## config.mk

```make
export PLATFORM = sky130hd
export DESIGN_NAME = biquad_filter_multi_structure
export DESIGN_NICKNAME = d
export VERILOG_FILES = /design/src/rtl/bqms_pkg.sv /design/src/rtl/biquad_filter_multi_structure.sv
export SDC_FILE = /design/constraint.sdc
export NUM_CORES = 2
export LEC_CHECK = 0
export BUFFER_PORTS_ARGS = -buffer_cell sky130_fd_sc_hd__buf_2
export CORE_MARGIN = 3
export CORE_UTILIZATION = 33
export DETAILED_ROUTE_END_ITERATION = 12
export GPL_TIMING_DRIVEN = 1
export PLACE_DENSITY = 0.54
export SYNTH_ARGS = -nofsm -noshare
export SYNTH_HDL_FRONTEND = slang
export SYNTH_SLANG_ARGS = --single-unit
```

## constraint.sdc

```tcl
create_clock -name aclk -period 26 [get_ports aclk]
set_clock_uncertainty 0.15 [all_clocks]
set_input_delay 2.6 -clock aclk [delete_from_list [all_inputs] [get_ports aclk]]
set_output_delay 2.6 -clock aclk [all_outputs]
set_load 0.02 [all_outputs]
```

## src/rtl/bqms_pkg.sv

```systemverilog
package bqms_pkg;

    localparam int DEF_SAMPLE_WIDTH = 24;
    localparam int DEF_COEF_WIDTH   = 24;

    // Internal values, delays and the accumulator
    localparam int INT_W = 40;
    localparam int ACC_W = 48;

    localparam int PC_W      = 5;
    localparam int CFG_IDX_W = 3;

    typedef enum logic [CFG_IDX_W-1:0] {
        REG_MODE   = 3'd0,
        REG_FF0    = 3'd1,
        REG_FF1    = 3'd2,
        REG_FF2    = 3'd3,
        REG_FB1    = 3'd4,
        REG_FB2    = 3'd5
    } cfg_reg_t;

    typedef enum logic [1:0] {
        MODE_DF1  = 2'd0,
        MODE_TDF1 = 2'd1,
        MODE_DF2  = 2'd2,
        MODE_TDF2 = 2'd3
    } mode_t;

    // Multiplier operand
    typedef enum logic [2:0] {
        OP_X, OP_X1, OP_X2, OP_Y1, OP_Y2, OP_W, OP_Y
    } opnd_t;

    // Coefficient operand
    typedef enum logic [2:0] {
        C_A0, C_A1, C_A2, C_B1, C_B2
    } coef_sel_t;

    // Accumulator base: keep the running sum or load a fresh start value
    typedef enum logic [2:0] {
        B_ACC, B_ZERO, B_X, B_X1, B_X2, B_Y1, B_Y2
    } base_t;

    // Term added to (or subtracted from) the base
    typedef enum logic [1:0] {
        T_NONE, T_PROD, T_X1
    } term_t;

    // Where the saturated accumulator result goes
    typedef enum logic [3:0] {
        D_NONE, D_W, D_X1, D_X2, D_Y1, D_Y2, D_Y, D_SHIFT_ALL, D_SHIFT_W
    } dst_t;

    typedef enum logic [1:0] {
        SEQ_NEXT, SEQ_DISPATCH, SEQ_END
    } seq_t;

    typedef struct packed {
        opnd_t     msrc;
        coef_sel_t mcoef;
        base_t     base;
        term_t     term;
        logic      sub;
        dst_t      dst;
        seq_t      seq;
    } ucode_t;

    localparam logic [PC_W-1:0] ENTRY_DF1  = 5'd1;
    localparam logic [PC_W-1:0] ENTRY_TDF1 = 5'd8;
    localparam logic [PC_W-1:0] ENTRY_DF2  = 5'd15;
    localparam logic [PC_W-1:0] ENTRY_TDF2 = 5'd22;

    function automatic logic [PC_W-1:0] mode_entry(input mode_t m);
        logic [PC_W-1:0] e;
        unique case (m)
            MODE_DF1:  e = ENTRY_DF1;
            MODE_TDF1: e = ENTRY_TDF1;
            MODE_DF2:  e = ENTRY_DF2;
            MODE_TDF2: e = ENTRY_TDF2;
        endcase
        return e;
    endfunction

    function automatic ucode_t uw(input opnd_t msrc, input coef_sel_t mcoef,
                                  input base_t base, input term_t term,
                                  input logic sub, input dst_t dst,
                                  input seq_t seq);
        ucode_t w;
        w.msrc  = msrc;
        w.mcoef = mcoef;
        w.base  = base;
        w.term  = term;
        w.sub   = sub;
        w.dst   = dst;
        w.seq   = seq;
        return w;
    endfunction

    // Microprogram. A product issued in one step is summed in the next.
    function automatic ucode_t ucode_rom(input logic [PC_W-1:0] addr);
        ucode_t w;
        case (addr)
            5'd0:  w = uw(OP_X,  C_A0, B_ACC,  T_NONE, 1'b0, D_NONE,      SEQ_DISPATCH);
            // direct form I
            5'd1:  w = uw(OP_X,  C_A0, B_ACC,  T_NONE, 1'b0, D_NONE,      SEQ_NEXT);
            5'd2:  w = uw(OP_X1, C_A1, B_ZERO, T_PROD, 1'b0, D_NONE,      SEQ_NEXT);
            5'd3:  w = uw(OP_X2, C_A2, B_ACC,  T_PROD, 1'b0, D_NONE,      SEQ_NEXT);
            5'd4:  w = uw(OP_Y1, C_B1, B_ACC,  T_PROD, 1'b0, D_NONE,      SEQ_NEXT);
            5'd5:  w = uw(OP_Y2, C_B2, B_ACC,  T_PROD, 1'b1, D_NONE,      SEQ_NEXT);
            5'd6:  w = uw(OP_X,  C_A0, B_ACC,  T_PROD, 1'b1, D_SHIFT_ALL, SEQ_NEXT);
            5'd7:  w = uw(OP_X,  C_A0, B_ACC,  T_NONE, 1'b0, D_NONE,      SEQ_END);
            // transposed direct form I
            5'd8:  w = uw(OP_X,  C_A0, B_X,    T_X1,   1'b0, D_W,         SEQ_NEXT);
            5'd9:  w = uw(OP_W,  C_A0, B_ACC,  T_NONE, 1'b0, D_NONE,      SEQ_NEXT);
            5'd10: w = uw(OP_W,  C_B1, B_Y1,   T_PROD, 1'b0, D_Y,         SEQ_NEXT);
            5'd11: w = uw(OP_W,  C_B2, B_X2,   T_PROD, 1'b1, D_X1,        SEQ_NEXT);
            5'd12: w = uw(OP_W,  C_A1, B_ZERO, T_PROD, 1'b1, D_X2,        SEQ_NEXT);
            5'd13: w = uw(OP_W,  C_A2, B_Y2,   T_PROD, 1'b0, D_Y1,        SEQ_NEXT);
            5'd14: w = uw(OP_W,  C_A0, B_ZERO, T_PROD, 1'b0, D_Y2,        SEQ_END);
            // canonical direct form II
            5'd15: w = uw(OP_X1, C_B1, B_ACC,  T_NONE, 1'b0, D_NONE,      SEQ_NEXT);
            5'd16: w = uw(OP_X2, C_B2, B_X,    T_PROD, 1'b1, D_NONE,      SEQ_NEXT);
            5'd17: w = uw(OP_X1, C_A1, B_ACC,  T_PROD, 1'b1, D_W,         SEQ_NEXT);
            5'd18: w = uw(OP_X2, C_A2, B_ZERO, T_PROD, 1'b0, D_NONE,      SEQ_NEXT);
            5'd19: w = uw(OP_W,  C_A0, B_ACC,  T_PROD, 1'b0, D_NONE,      SEQ_NEXT);
            5'd20: w = uw(OP_W,  C_A0, B_ACC,  T_PROD, 1'b0, D_SHIFT_W,   SEQ_NEXT);
            5'd21: w = uw(OP_W,  C_A0, B_ACC,  T_NONE, 1'b0, D_NONE,      SEQ_END);
            // transposed direct form II
            5'd22: w = uw(OP_X,  C_A0, B_ACC,  T_NONE, 1'b0, D_NONE,      SEQ_NEXT);
            5'd23: w = uw(OP_X,  C_A1, B_X1,   T_PROD, 1'b0, D_Y,         SEQ_NEXT);
            5'd24: w = uw(OP_Y,  C_B1, B_X2,   T_PROD, 1'b0, D_NONE,      SEQ_NEXT);
            5'd25: w = uw(OP_X,  C_A2, B_ACC,  T_PROD, 1'b1, D_X1,        SEQ_NEXT);
            5'd26: w = uw(OP_Y,  C_B2, B_ZERO, T_PROD, 1'b0, D_NONE,      SEQ_NEXT);
            5'd27: w = uw(OP_X,  C_A0, B_ACC,  T_PROD, 1'b1, D_X2,        SEQ_END);
            default: w = uw(OP_X, C_A0, B_ACC, T_NONE, 1'b0, D_NONE,      SEQ_END);
        endcase
        return w;
    endfunction

    // Clamp the accumulator into the internal 40-bit range
    function automatic logic signed [INT_W-1:0] sat_int(input logic signed [ACC_W-1:0] v);
        logic signed [ACC_W-1:0] hi;
        logic signed [ACC_W-1:0] lo;
        logic signed [INT_W-1:0] r;
        hi = {{(ACC_W-INT_W+1){1'b0}}, {(INT_W-1){1'b1}}};
        lo = {{(ACC_W-INT_W+1){1'b1}}, {(INT_W-1){1'b0}}};
        if (v > hi) begin
            r = hi[INT_W-1:0];
        end else if (v < lo) begin
            r = lo[INT_W-1:0];
        end else begin
            r = v[INT_W-1:0];
        end
        return r;
    endfunction

endpackage

```

## src/rtl/biquad_filter_multi_structure.sv

```systemverilog
// The microprogram runs one product per cycle through a single shared multiplier, plus one
// dispatch step; the final step is held while the previous result still waits.
// s_ready drops while the microprogram runs; a waiting result does not block the next input.
// Reset (aresetn low, synchronous): direct form I, a0 = 1.0, other coefficients and all
// delays zero, no result pending.
module biquad_filter_multi_structure
    import bqms_pkg::*;
#(
    parameter int SAMPLE_WIDTH = DEF_SAMPLE_WIDTH,
    parameter int COEF_WIDTH   = DEF_COEF_WIDTH
) (
    input  logic                          aclk,
    input  logic                          aresetn,

    input  logic                          cfg_wr_en,
    input  logic [CFG_IDX_W-1:0]          cfg_index,
    input  logic [COEF_WIDTH-1:0]         cfg_data,

    input  logic                          s_valid,
    output logic                          s_ready,
    input  logic signed [SAMPLE_WIDTH-1:0] s_sample_in,

    output logic                          m_valid,
    input  logic                          m_ready,
    output logic signed [SAMPLE_WIDTH-1:0] m_sample_out
);

    localparam int FRAC   = COEF_WIDTH - 4;
    localparam int PROD_W = INT_W + COEF_WIDTH;
    localparam int Q_W    = PROD_W - FRAC;

    // Configuration
    mode_t                        mode_reg;
    logic signed [COEF_WIDTH-1:0] ff0_reg, ff1_reg, ff2_reg, fb1_reg, fb2_reg;

    // Sequencer
    logic            busy_reg;
    logic [PC_W-1:0] pc_reg;
    ucode_t          uc;
    logic            step_go;
    logic            end_go;

    // Datapath
    logic signed [INT_W-1:0]  x_reg, w_reg, y_reg;
    logic signed [INT_W-1:0]  x1_reg, x2_reg, y1_reg, y2_reg;
    logic signed [PROD_W-1:0] prod_reg;
    logic signed [ACC_W-1:0]  acc_reg;
    logic signed [ACC_W-1:0]  acc_next;

    logic signed [INT_W-1:0]      mul_a;
    logic signed [COEF_WIDTH-1:0] mul_c;
    logic signed [ACC_W-1:0]      base_val;
    logic signed [ACC_W-1:0]      term_val;
    logic signed [Q_W-1:0]        prod_q;
    logic signed [INT_W-1:0]      res_sat;

    logic                          m_valid_reg;
    logic signed [SAMPLE_WIDTH-1:0] m_sample_out_reg;
    logic signed [SAMPLE_WIDTH-1:0] out_sat;

    assign s_ready      = ~busy_reg;
    assign m_valid      = m_valid_reg;
    assign m_sample_out = m_sample_out_reg;

    assign uc      = ucode_rom(pc_reg);
    // Hold the final step while the previous result still waits
    assign step_go = busy_reg && !(uc.seq == SEQ_END && m_valid_reg && !m_ready);
    assign end_go  = step_go && (uc.seq == SEQ_END);

    always_comb begin
        unique case (uc.msrc)
            OP_X:    mul_a = x_reg;
            OP_X1:   mul_a = x1_reg;
            OP_X2:   mul_a = x2_reg;
            OP_Y1:   mul_a = y1_reg;
            OP_Y2:   mul_a = y2_reg;
            OP_W:    mul_a = w_reg;
            OP_Y:    mul_a = y_reg;
            default: mul_a = x_reg;
        endcase
        unique case (uc.mcoef)
            C_A0:    mul_c = ff0_reg;
            C_A1:    mul_c = ff1_reg;
            C_A2:    mul_c = ff2_reg;
            C_B1:    mul_c = fb1_reg;
            C_B2:    mul_c = fb2_reg;
            default: mul_c = ff0_reg;
        endcase
    end

    // Round half up: drop FRAC bits, add the highest dropped bit back in
    assign prod_q = prod_reg[PROD_W-1:FRAC];

    always_comb begin
        unique case (uc.base)
            B_ACC:   base_val = acc_reg;
            B_ZERO:  base_val = '0;
            B_X:     base_val = ACC_W'(x_reg);
            B_X1:    base_val = ACC_W'(x1_reg);
            B_X2:    base_val = ACC_W'(x2_reg);
            B_Y1:    base_val = ACC_W'(y1_reg);
            B_Y2:    base_val = ACC_W'(y2_reg);
            default: base_val = acc_reg;
        endcase
        unique case (uc.term)
            T_NONE:  term_val = '0;
            T_PROD:  term_val = ACC_W'(prod_q) + ACC_W'({1'b0, prod_reg[FRAC-1]});
            T_X1:    term_val = ACC_W'(x1_reg);
            default: term_val = '0;
        endcase
        acc_next = uc.sub ? (base_val - term_val) : (base_val + term_val);
    end

    assign res_sat = sat_int(acc_next);

    always_comb begin
        logic signed [INT_W-1:0] smax;
        logic signed [INT_W-1:0] smin;
        smax = {{(INT_W-SAMPLE_WIDTH+1){1'b0}}, {(SAMPLE_WIDTH-1){1'b1}}};
        smin = {{(INT_W-SAMPLE_WIDTH+1){1'b1}}, {(SAMPLE_WIDTH-1){1'b0}}};
        if (y_reg > smax) begin
            out_sat = smax[SAMPLE_WIDTH-1:0];
        end else if (y_reg < smin) begin
            out_sat = smin[SAMPLE_WIDTH-1:0];
        end else begin
            out_sat = y_reg[SAMPLE_WIDTH-1:0];
        end
    end

    // Configuration registers
    always_ff @(posedge aclk) begin
        if (!aresetn) begin
            mode_reg <= MODE_DF1;
            ff0_reg  <= COEF_WIDTH'(1) << FRAC;
            ff1_reg  <= '0;
            ff2_reg  <= '0;
            fb1_reg  <= '0;
            fb2_reg  <= '0;
        end else if (cfg_wr_en) begin
            case (cfg_index)
                REG_MODE: mode_reg <= mode_t'(cfg_data[1:0]);
                REG_FF0:  ff0_reg  <= cfg_data;
                REG_FF1:  ff1_reg  <= cfg_data;
                REG_FF2:  ff2_reg  <= cfg_data;
                REG_FB1:  fb1_reg  <= cfg_data;
                REG_FB2:  fb2_reg  <= cfg_data;
                default: ;
            endcase
        end
    end

    // Sequencer and output beat
    always_ff @(posedge aclk) begin
        if (!aresetn) begin
            busy_reg    <= 1'b0;
            pc_reg      <= '0;
            m_valid_reg <= 1'b0;
        end else begin
            if (!busy_reg && s_valid) begin
                busy_reg <= 1'b1;
                pc_reg   <= '0;
            end else if (step_go) begin
                unique case (uc.seq)
                    SEQ_NEXT:     pc_reg   <= pc_reg + 1'b1;
                    SEQ_DISPATCH: pc_reg   <= mode_entry(mode_reg);
                    SEQ_END:      busy_reg <= 1'b0;
                endcase
            end
            if (end_go) begin
                m_valid_reg <= 1'b1;
            end else if (m_ready) begin
                m_valid_reg <= 1'b0;
            end
        end
    end

    always_ff @(posedge aclk) begin
        if (end_go) begin
            m_sample_out_reg <= out_sat;
        end
    end

    // Delay line state
    always_ff @(posedge aclk) begin
        if (!aresetn) begin
            x1_reg <= '0;
            x2_reg <= '0;
            y1_reg <= '0;
            y2_reg <= '0;
        end else if (step_go) begin
            unique case (uc.dst)
                D_X1: x1_reg <= res_sat;
                D_X2: x2_reg <= res_sat;
                D_Y1: y1_reg <= res_sat;
                D_Y2: y2_reg <= res_sat;
                D_SHIFT_ALL: begin
                    x2_reg <= x1_reg;
                    x1_reg <= x_reg;
                    y2_reg <= y1_reg;
                    y1_reg <= res_sat;
                end
                D_SHIFT_W: begin
                    x2_reg <= x1_reg;
                    x1_reg <= w_reg;
                end
                default: ;
            endcase
        end
    end

    // Working registers
    always_ff @(posedge aclk) begin
        if (!busy_reg && s_valid) begin
            x_reg <= INT_W'(s_sample_in);
        end
        if (step_go) begin
            prod_reg <= mul_a * mul_c;
            acc_reg  <= acc_next;
            if (uc.dst == D_W) begin
                w_reg <= res_sat;
            end
            if (uc.dst == D_Y || uc.dst == D_SHIFT_ALL || uc.dst == D_SHIFT_W) begin
                y_reg <= res_sat;
            end
        end
    end

endmodule
```

==> out/metrics.cfg <==
[critical_path]
critPathKind=flop to flop
r2r-end=prod_reg[61]$_DFFE_PP_
cp-start-kind=flop
r2r_slack_ps=14020
critPathRequiredTime_ps=26270
rr_startpoint=uc[16]$_DFF_P_
crit_path_frequent_cell=fa_1
reg2reg_depth=34
path_max_fanout=73
endpoint_kind=flop
crit_slowest_cell=a211oi_1
slowest_delay_ps=680
worstPathArrival_ps=12260

[synthesis]
synth_edf_count=221
syn_area_mm2=0.0618
synth_cell_type_count=94
yosysWarnings=0
postSynthNetCount=8423
synthesis.instances=7185
ys.flop_type=dfxtp_1
ys_ff_latch=528
syn_area_per_cell_um2=8.61
synthArstFlopShare_pct=0
seq_area_frac_synth_pct=20.7

[cells_and_area]
fin_area_mm2=0.0675
drive_gt1_share_pct=6.50
final_core_util_pct=36.3
layout_commonest_cell=nand2_1
mostFrequentLayoutCells=1277 x nand2_1, 1022 x inv_1, 959 x fa_1, 470 x nor2_1, 361 x o21ai_0
num-nets-final=8288
largest_reg_flops=48
area_growth_pct=9.06
fin_cells=9587

[sta]
slew_headroom_pct=20.3
setup_viol=0
fmaxAchievable_mhz=83.5
holdWs_ps=316
final.setup.tns_ps=0
rsz0062_at_grt=false
fin_crit_sh_pct=46.1
min_period_ps=11980
hold_violations=0
drv_slew=0
worst_pin_slew_ps=1190
worst_slack_ps=14020

[drt]
wl_per_cell_um=24.5
drt_iter0_markers=5685
via_per_inst=5.54
route.detailed.drc=0
drt_pre_antenna_iters=9
ant_nets=0
vias=53100
wl_um=235000

[die]
core_mm2=0.186
die_w_um=439
die-area_mm2=0.193
initial_core_util_pct=33.3
num_rows=158
die_h_um=439
io_pins=82

[placement]
gp_congestion=0.947
hpwl_um=171000
pre_cts_ws_ps=14100
io_buffers=81
place_area_mm2=0.0652
dp.cells=9461

[hold_path]
hold_depth=2
min_to=ff1_reg[17]$_SDFFE_PN0P_
worst_hold_startpoint=ff1_reg[17]$_SDFFE_PN0P_
worstHoldPathType=flop to flop

[power]
max-vdd-ir-drop_mv=0.118
seqPwrFrac_pct=21.4
swShare_pct=50.4
p_per_area_mw_per_mm2=86.5
p_switching_mw=2.94
p_int_mw=2.90
p_total_mw=5.83
power.leakage_nw=28.2
clkPwrFrac_pct=16.6
p_comb_share_pct=62.0

[clock_tree]
cts_resized=0
clock_latency_ps=700
cts-root-buf=clkbuf_16
numCtsBuffers=67
cts_sinks=528
cts_tree=built
cts_setup_buffers=0
htreeDepth=3
cts_hold_buffers=0
clockBufferDepth=3
clk_pin_slew_ps=60

[grt]
antenna_found_initial=5
grt_pass1_vias=53500
overflow=0
grt.total_usage_pct=24.3
grt_max_degree=122
grt_pass1_wl_um=352000

[outcome]
status=finished clean

[flow_run]
maxCapViolCount=0

-- layer usage --
layer / vias to the layer above / GRT usage (%) / wire, µm
met5: - / 0 / 34
met4: 6 / 9.12 / 10000
met3: 497 / 5.24 / 23300
met2: 2828 / 37.5 / 103000
met1: 26600 / 33.3 / 98400
li1: 23200 / - / -
-- worst max-delay path by stage --
stage,slack (ps),depth (start not counted),start,end
after detailed placement,14100,34,uc[16]$_DFF_P_,prod_reg[61]$_DFFE_PP_
final,14020,34,uc[16]$_DFF_P_,prod_reg[61]$_DFFE_PP_
after global routing,13520,34,uc[16]$_DFF_P_,prod_reg[61]$_DFFE_PP_
after floorplan,16560,34,uc[15]$_DFF_P_,prod_reg[61]$_DFFE_PP_
after global placement,14250,34,uc[16]$_DFF_P_,prod_reg[61]$_DFFE_PP_
after CTS,14090,34,uc[16]$_DFF_P_,prod_reg[61]$_DFFE_PP_
-- cells by family (layout without fill, tap and decap cells) --
group / after synthesis / in the layout / synth area share, %
muxes: 62 / 62 / 1.03
adders and majority gates: 1182 / 1182 / 35.6
AOI/OAI and AO/OA: 1457 / 1457 / 15.3
xor gates and xnor gates: 153 / 153 / 2.20
and+or+nand+nor: 2321 / 2321 / 16.2
buffers and inverters: 1482 / 1401 / 9.02
other: 0 / 3 / 0
DFF: 528 / 528 / 20.7
-- power groups by stage --
stage	clock (mW)	sequential (mW)	combinational, mW
2_1_floorplan	0	1.20	2.40
4_1_cts	0.985	1.24	3.55
6_report	0.967	1.25	3.62
5_1_grt	1.02	1.25	3.97
3_5_place_dp	0	1.26	3.53
3_3_place_gp	0	1.26	3.50
-- Yosys cell counts (24+ instances only) --
library cell / count / area, µm²
mux2i_1: 48 / 480
a21boi_0: 122 / 916
clkbuf_1: 412 / 1550
inv_1: 1023 / 3840
and3_1: 33 / 206
buf_1: 38 / 143
a21o_1: 80 / 601
ha_1: 223 / 2790
fa_1: 959 / 19200
nand2_1: 1277 / 4790
xor2_1: 56 / 490
nor3_1: 107 / 536
and2_1: 64 / 400
a211oi_1: 24 / 180
o22ai_1: 57 / 357
edfxtp_1: 221 / 6640
nand4_1: 63 / 394
o211ai_1: 42 / 315
a31oi_1: 121 / 757
nand3_1: 96 / 480
a22oi_1: 69 / 518
xnor2_1: 96 / 841
a2bb2oi_1: 37 / 324
nand2b_1: 45 / 282
o21ai_0: 366 / 1830
dfxtp_1: 307 / 6150
nor2_1: 484 / 1820
o21a_1: 62 / 465
a221oi_1: 38 / 333
nor2b_1: 33 / 206
a21oi_1: 270 / 1350
-- cell type report --
class | count | area [µm²]
clock buffer | 97 | 1960
clock inverter | 26 | 274
timing repair buffer | 252 | 1700
fill | 19100 | 118000
antenna | 3 | 7.51
tap | 2480 | 3100
inverter | 1026 | 3850
sequential | 528 | 12800
multi-input combinational | 5175 | 43800
-- critical path, delay by kind of cell (launching register included) --
family | cells | cell delay (ps)
xor gates and xnor gates | 1 | 150
and+or+nand+nor | 7 | 1960
AOI/OAI and AO/OA | 10 | 3140
adders and majority gates | 8 | 3790
buffers and inverters | 8 | 1700
DFF | 1 | 670
(Power assumes the default switching activity.)
